<file path="config.mk">
export PLATFORM = sky130hd
export DESIGN_NAME = mcrp_mod
export DESIGN_NICKNAME = d
export VERILOG_FILES = /design/src/hdl/mcrp_pkg.sv /design/src/hdl/mcrp_mod.sv
export SDC_FILE = /design/constraint.sdc
export NUM_CORES = 1
export LEC_CHECK = 0
export ABC_AREA = 0
export BUFFER_PORTS_ARGS = -buffer_cell sky130_fd_sc_hd__buf_2
export CORE_ASPECT_RATIO = 0.5
export CORE_MARGIN = 2
export CORE_UTILIZATION = 58
export CTS_CLUSTER_DIAMETER = 30
export CTS_CLUSTER_SIZE = 20
export DETAILED_ROUTE_END_ITERATION = 12
export HOLD_SLACK_MARGIN = 0.05
export PLACE_DENSITY = 0.82
export SLEW_MARGIN = 5
export SYNTH_ARGS = -nofsm -noshare
export SYNTH_HDL_FRONTEND = slang
export SYNTH_SLANG_ARGS = --single-unit
</file>
<file path="constraint.sdc">
create_clock -name clk -period 5.6 [get_ports clk]
set_input_delay 0.56 -clock clk [delete_from_list [all_inputs] [get_ports clk]]
set_output_delay 0.56 -clock clk [all_outputs]
set_load 0.01 [all_outputs]
</file>
<file path="src/hdl/mcrp_pkg.sv">
// Shared types and codes for the randomized Prim maze carver.
// No dependencies; used by every file under hdl.
package mcrp_pkg;

	localparam int COORD_W = 9;
	localparam int OUT_W = 11;
	localparam int RND_W = 16;

	typedef enum logic [1:0] {
		ACT_START = 2'd0,
		ACT_PICK  = 2'd1,
		ACT_DIR   = 2'd2,
		ACT_READ  = 2'd3
	} act_t;

	typedef enum logic [1:0] {
		ST_OK      = 2'd0,
		ST_REFUSED = 2'd1,
		ST_NA      = 2'd2
	} status_t;

	localparam logic [1:0] KIND_WALL  = 2'd0;
	localparam logic [1:0] KIND_HOLE  = 2'd1;
	localparam logic [1:0] KIND_FRONT = 2'd2;

	localparam logic [1:0] DIR_N = 2'd0;
	localparam logic [1:0] DIR_S = 2'd1;
	localparam logic [1:0] DIR_W = 2'd2;
	localparam logic [1:0] DIR_E = 2'd3;

	typedef enum logic [3:0] {
		S_IDLE,
		S_CLEAR,
		S_DIV,
		S_PICKRD,
		S_SHIFT,
		S_DIRCHK,
		S_MARK,
		S_NB,
		S_NBCHK,
		S_RDCHK,
		S_DONE
	} state_t;

endpackage

</file>
<file path="src/hdl/mcrp_mod.sv">
// Iterative restoring remainder unit: one dividend bit per cycle.
// Depends on mcrp_pkg for the dividend width.
module mcrp_mod import mcrp_pkg::*; #(
	parameter int DW = 11
) (
	input  logic            clk,
	input  logic            arst_n,
	input  logic            start,
	input  logic [RND_W-1:0] dividend,
	input  logic [DW-1:0]   divisor,
	output logic            done,
	output logic [DW-1:0]   rem
);

	localparam int CNT_W = $clog2(RND_W + 1);

	logic [RND_W-1:0] num_q;
	logic [DW-1:0]    rem_q;
	logic [DW-1:0]    den_q;
	logic [CNT_W-1:0] cnt_q;
	logic             busy_q;
	logic             done_q;
	logic [DW:0]      trial;

	assign trial = {rem_q, num_q[RND_W-1]};

	always_ff @(posedge clk or negedge arst_n) begin
		if (!arst_n) begin
			busy_q <= 1'b0;
			done_q <= 1'b0;
			cnt_q <= '0;
		end else begin
			done_q <= !start && busy_q && (cnt_q == CNT_W'(1));
			if (start) begin
				busy_q <= 1'b1;
				cnt_q <= CNT_W'(RND_W);
			end else if (busy_q) begin
				cnt_q <= cnt_q - 1'b1;
				if (cnt_q == CNT_W'(1)) busy_q <= 1'b0;
			end
		end
	end

	always_ff @(posedge clk) begin
		if (start) begin
			num_q <= dividend;
			den_q <= divisor;
			rem_q <= '0;
		end else if (busy_q) begin
			num_q <= {num_q[RND_W-2:0], 1'b0};
			if (trial >= {1'b0, den_q})
				rem_q <= DW'(trial - {1'b0, den_q});
			else
				rem_q <= trial[DW-1:0];
		end
	end

	assign done = done_q;
	assign rem = rem_q;

endmodule

</file>
==> flow_summary.json <==
{
  "setup_viol": 0,
  "hpwl_um": 3070,
  "power_density_nw_per_um2": 464,
  "tightest_slew_ns": 0.806,
  "hold_buffers": 0,
  "grt_usage_pct": 20.2,
  "cp_top_family": "compound AO/OA/AOI/OAI gates",
  "area_delta_synth_final_pct": 14.0,
  "final_net_count": 288,
  "slew_headroom_pct": 46.3,
  "syn_area_per_cell_um2": 11.8,
  "cp.required_ns": 5.81,
  "die_width_um": 94.7,
  "synth_cell_types": 49,
  "cts_resized": 0,
  "worstSkewPairLatency_ns": 0.30,
  "cp_slowest_stage_delay_ns": 0.40,
  "cts_sinks": 45,
  "wl_um": 4380,
  "max_freq_mhz": 384,
  "synthesis.nets": 246,
  "cap_violations": 0,
  "final_common_cell": "buf_2",
  "setup_tns_ns": 0,
  "clock_skew_ns": 0.00996,
  "drtIter0Drc": 58,
  "syn-cell-area_um2": 2380,
  "period_needed_ns": 2.61,
  "grt_pass1_vias": 1512,
  "r2r-start": "den_q[0]",
  "ys_seq_area_share_pct": 50.6,
  "crit_fanout": 14,
  "rsz0062_at_grt": "false",
  "clk_transition_reported_paths_ns": 0.07,
  "drtAntennaViolNets": 0,
  "synth_seq_cells": 45,
  "peakVddDrop_uv": 177,
  "grt_antenna_before_repair": 0,
  "rrSetupSlack_ns": 2.99,
  "hold_path.class": "primary input to asynchronous set/reset pin",
  "final_max_slew_viol_count": 0,
  "synth_ff_type": "edfxtp_1",
  "dp.cells": 291,
  "cts_max_level": 2,
  "gr-total-overflow": 0,
  "cts_buffer_depth": 2,
  "die_area_um2": 4670,
  "die_h_um": 49.3,
  "crit_type": "flip-flop to flip-flop",
  "vias": 1618,
  "synth_edf_count": 27,
  "p_leak_nw": 1.22,
  "start_util_pct": 60.7,
  "viasPerCell": 5.41,
  "whs_ns": 0.0831,
  "final_cell_mix": "41 x buf_2, 27 x edfxtp_1, 20 x inv_1",
  "ios": 42,
  "num_rows": 16,
  "cts_tree": "built",
  "drc": 0,
  "numCtsBuffers": 5,
  "synthCells": 202,
  "cp_cell_sequence": "ha_1 -> fa_1 -> nand2b_1 -> a21o_1 -> a211o_1 -> o211ai_4 -> mux2_4 -> a211oi_2",
  "cp-end-kind": "flip-flop",
  "drt_pass1_iterations": 4,
  "root_buffer": "clkbuf_8",
  "crit_slowest_cell": "fa_1",
  "run_status": "finished clean",
  "stdcell_count": 299,
  "io_buffers": 41,
  "core_region_area_um2": 3920,
  "grt_pass1_wl_um": 7110,
  "grt_max_degree": 41,
  "critPathBufInv": 0,
  "drive_above_1_share_pct": 29.4,
  "timing.rr.end": "rem[0]",
  "place_congestion": 0.866,
  "post-cts-setup-buffers": 0,
  "ys_warn_count": 0,
  "hold_viol": 0,
  "reg2regPathDepth": 8,
  "crit_arrival_ns": 2.81,
  "wl_per_cell_um": 14.6,
  "crit_path_start_kind": "flip-flop",
  "synthArstFlopShare_pct": 15.6,
  "diodes": 0,
  "fin_crit_sh_pct": 46.5
}
-- synthesized netlist by cell type, types with 2 or more instances --
library cell / number / area [um2]
o21ai_0: 5 / 25.0
o21ai_1: 3 / 15.0
edfxtp_1: 27 / 811
buf_1: 3 / 11.3
nor2_1: 14 / 52.6
mux2i_1: 7 / 70.1
dfrtp_1: 7 / 175
a21oi_1: 4 / 20.0
xor2_1: 3 / 26.3
dfxtp_1: 11 / 220
nor3_1: 2 / 10.0
o31ai_1: 2 / 15.0
a21o_1: 6 / 45.0
nand2_1: 9 / 33.8
ha_1: 13 / 163
a31oi_1: 3 / 18.8
mux2_2: 15 / 169
a211oi_1: 4 / 30.0
a211oi_2: 2 / 25.0
xnor2_1: 7 / 61.3
clkbuf_1: 2 / 7.51
and2_2: 2 / 15.0
nand2b_1: 4 / 25.0
nand3_1: 3 / 15.0
inv_1: 20 / 75.1
-- worst max path at each step --
stage	slack, ns	depth (start not counted)	from	to
2_1_floorplan	3.31	9	num_q[15]	rem[0]
3_3_place_gp	3.13	9	num_q[15]	rem[0]
3_5_place_dp	3.07	8	den_q[0]	rem[0]
4_1_cts	3.00	8	den_q[0]	rem[0]
5_1_grt	2.92	9	num_q[15]	rem[0]
6_report	2.99	8	den_q[0]	rem[0]
-- cell families after synthesis --
logic type / Yosys count / synth area share (%)
buffers and inverters: 26 / 4.41
flip-flops: 45 / 50.6
adder cells (fa/ha/maj): 14 / 7.66
multiplexers: 23 / 10.7
XOR/XNOR: 10 / 3.67
AND/OR/NAND/NOR: 43 / 9.55
AO/OA/AOI/OAI: 41 / 13.4
-- sequential cells by signal, summed over array words and instances, names as in the netlist --
name,count
busy_q,1
cnt_q,5
den_q,11
done,1
num_q,16
rem,11
-- stage by stage --
step / power [W] / utilization [%] / setup WS [ns] / area (um2)
final: 0.00126 / 69.2 / 2.99 / 2720
after global routing: 0.00134 / 69.2 / 2.92 / 2720
after CTS: 0.00126 / 69.2 / 3.00 / 2720
after detailed placement: 0.00105 / 66.9 / 3.07 / 2630
after global placement: 0.00104 / 66.9 / 3.13 / 2630
after floorplan: 0.000930 / - / 3.31 / 2380
-- report_power, final --
group	total (W)	internal (W)	switching [W]
clock network	0.000203	0.000101	0.000103
registers	0.000497	0.000431	0.0000656
logic	0.000560	0.000260	0.000300
-- per-layer routing --
layer	GRT usage (%)	routed length (um)	part of all wire, %	vias to the layer above
li1	-	-	-	818
met1	29.0	2130	49	762
met2	30.7	2010	46	36
met3	5.72	218	5.0	2
met4	4.59	21	0.48	0
met5	0	0	0	-
-- final cells by class --
cell class,count,area [um2]
multi-input cells,131,1070
repair buffers,41,205
inverters,20,75.1
clock buffers,8,90.1
fillers,293,1210
well taps,54,67.6
flip-flops and latches,45,1210
No activity file was read; power rests on OpenSTA's default activity.
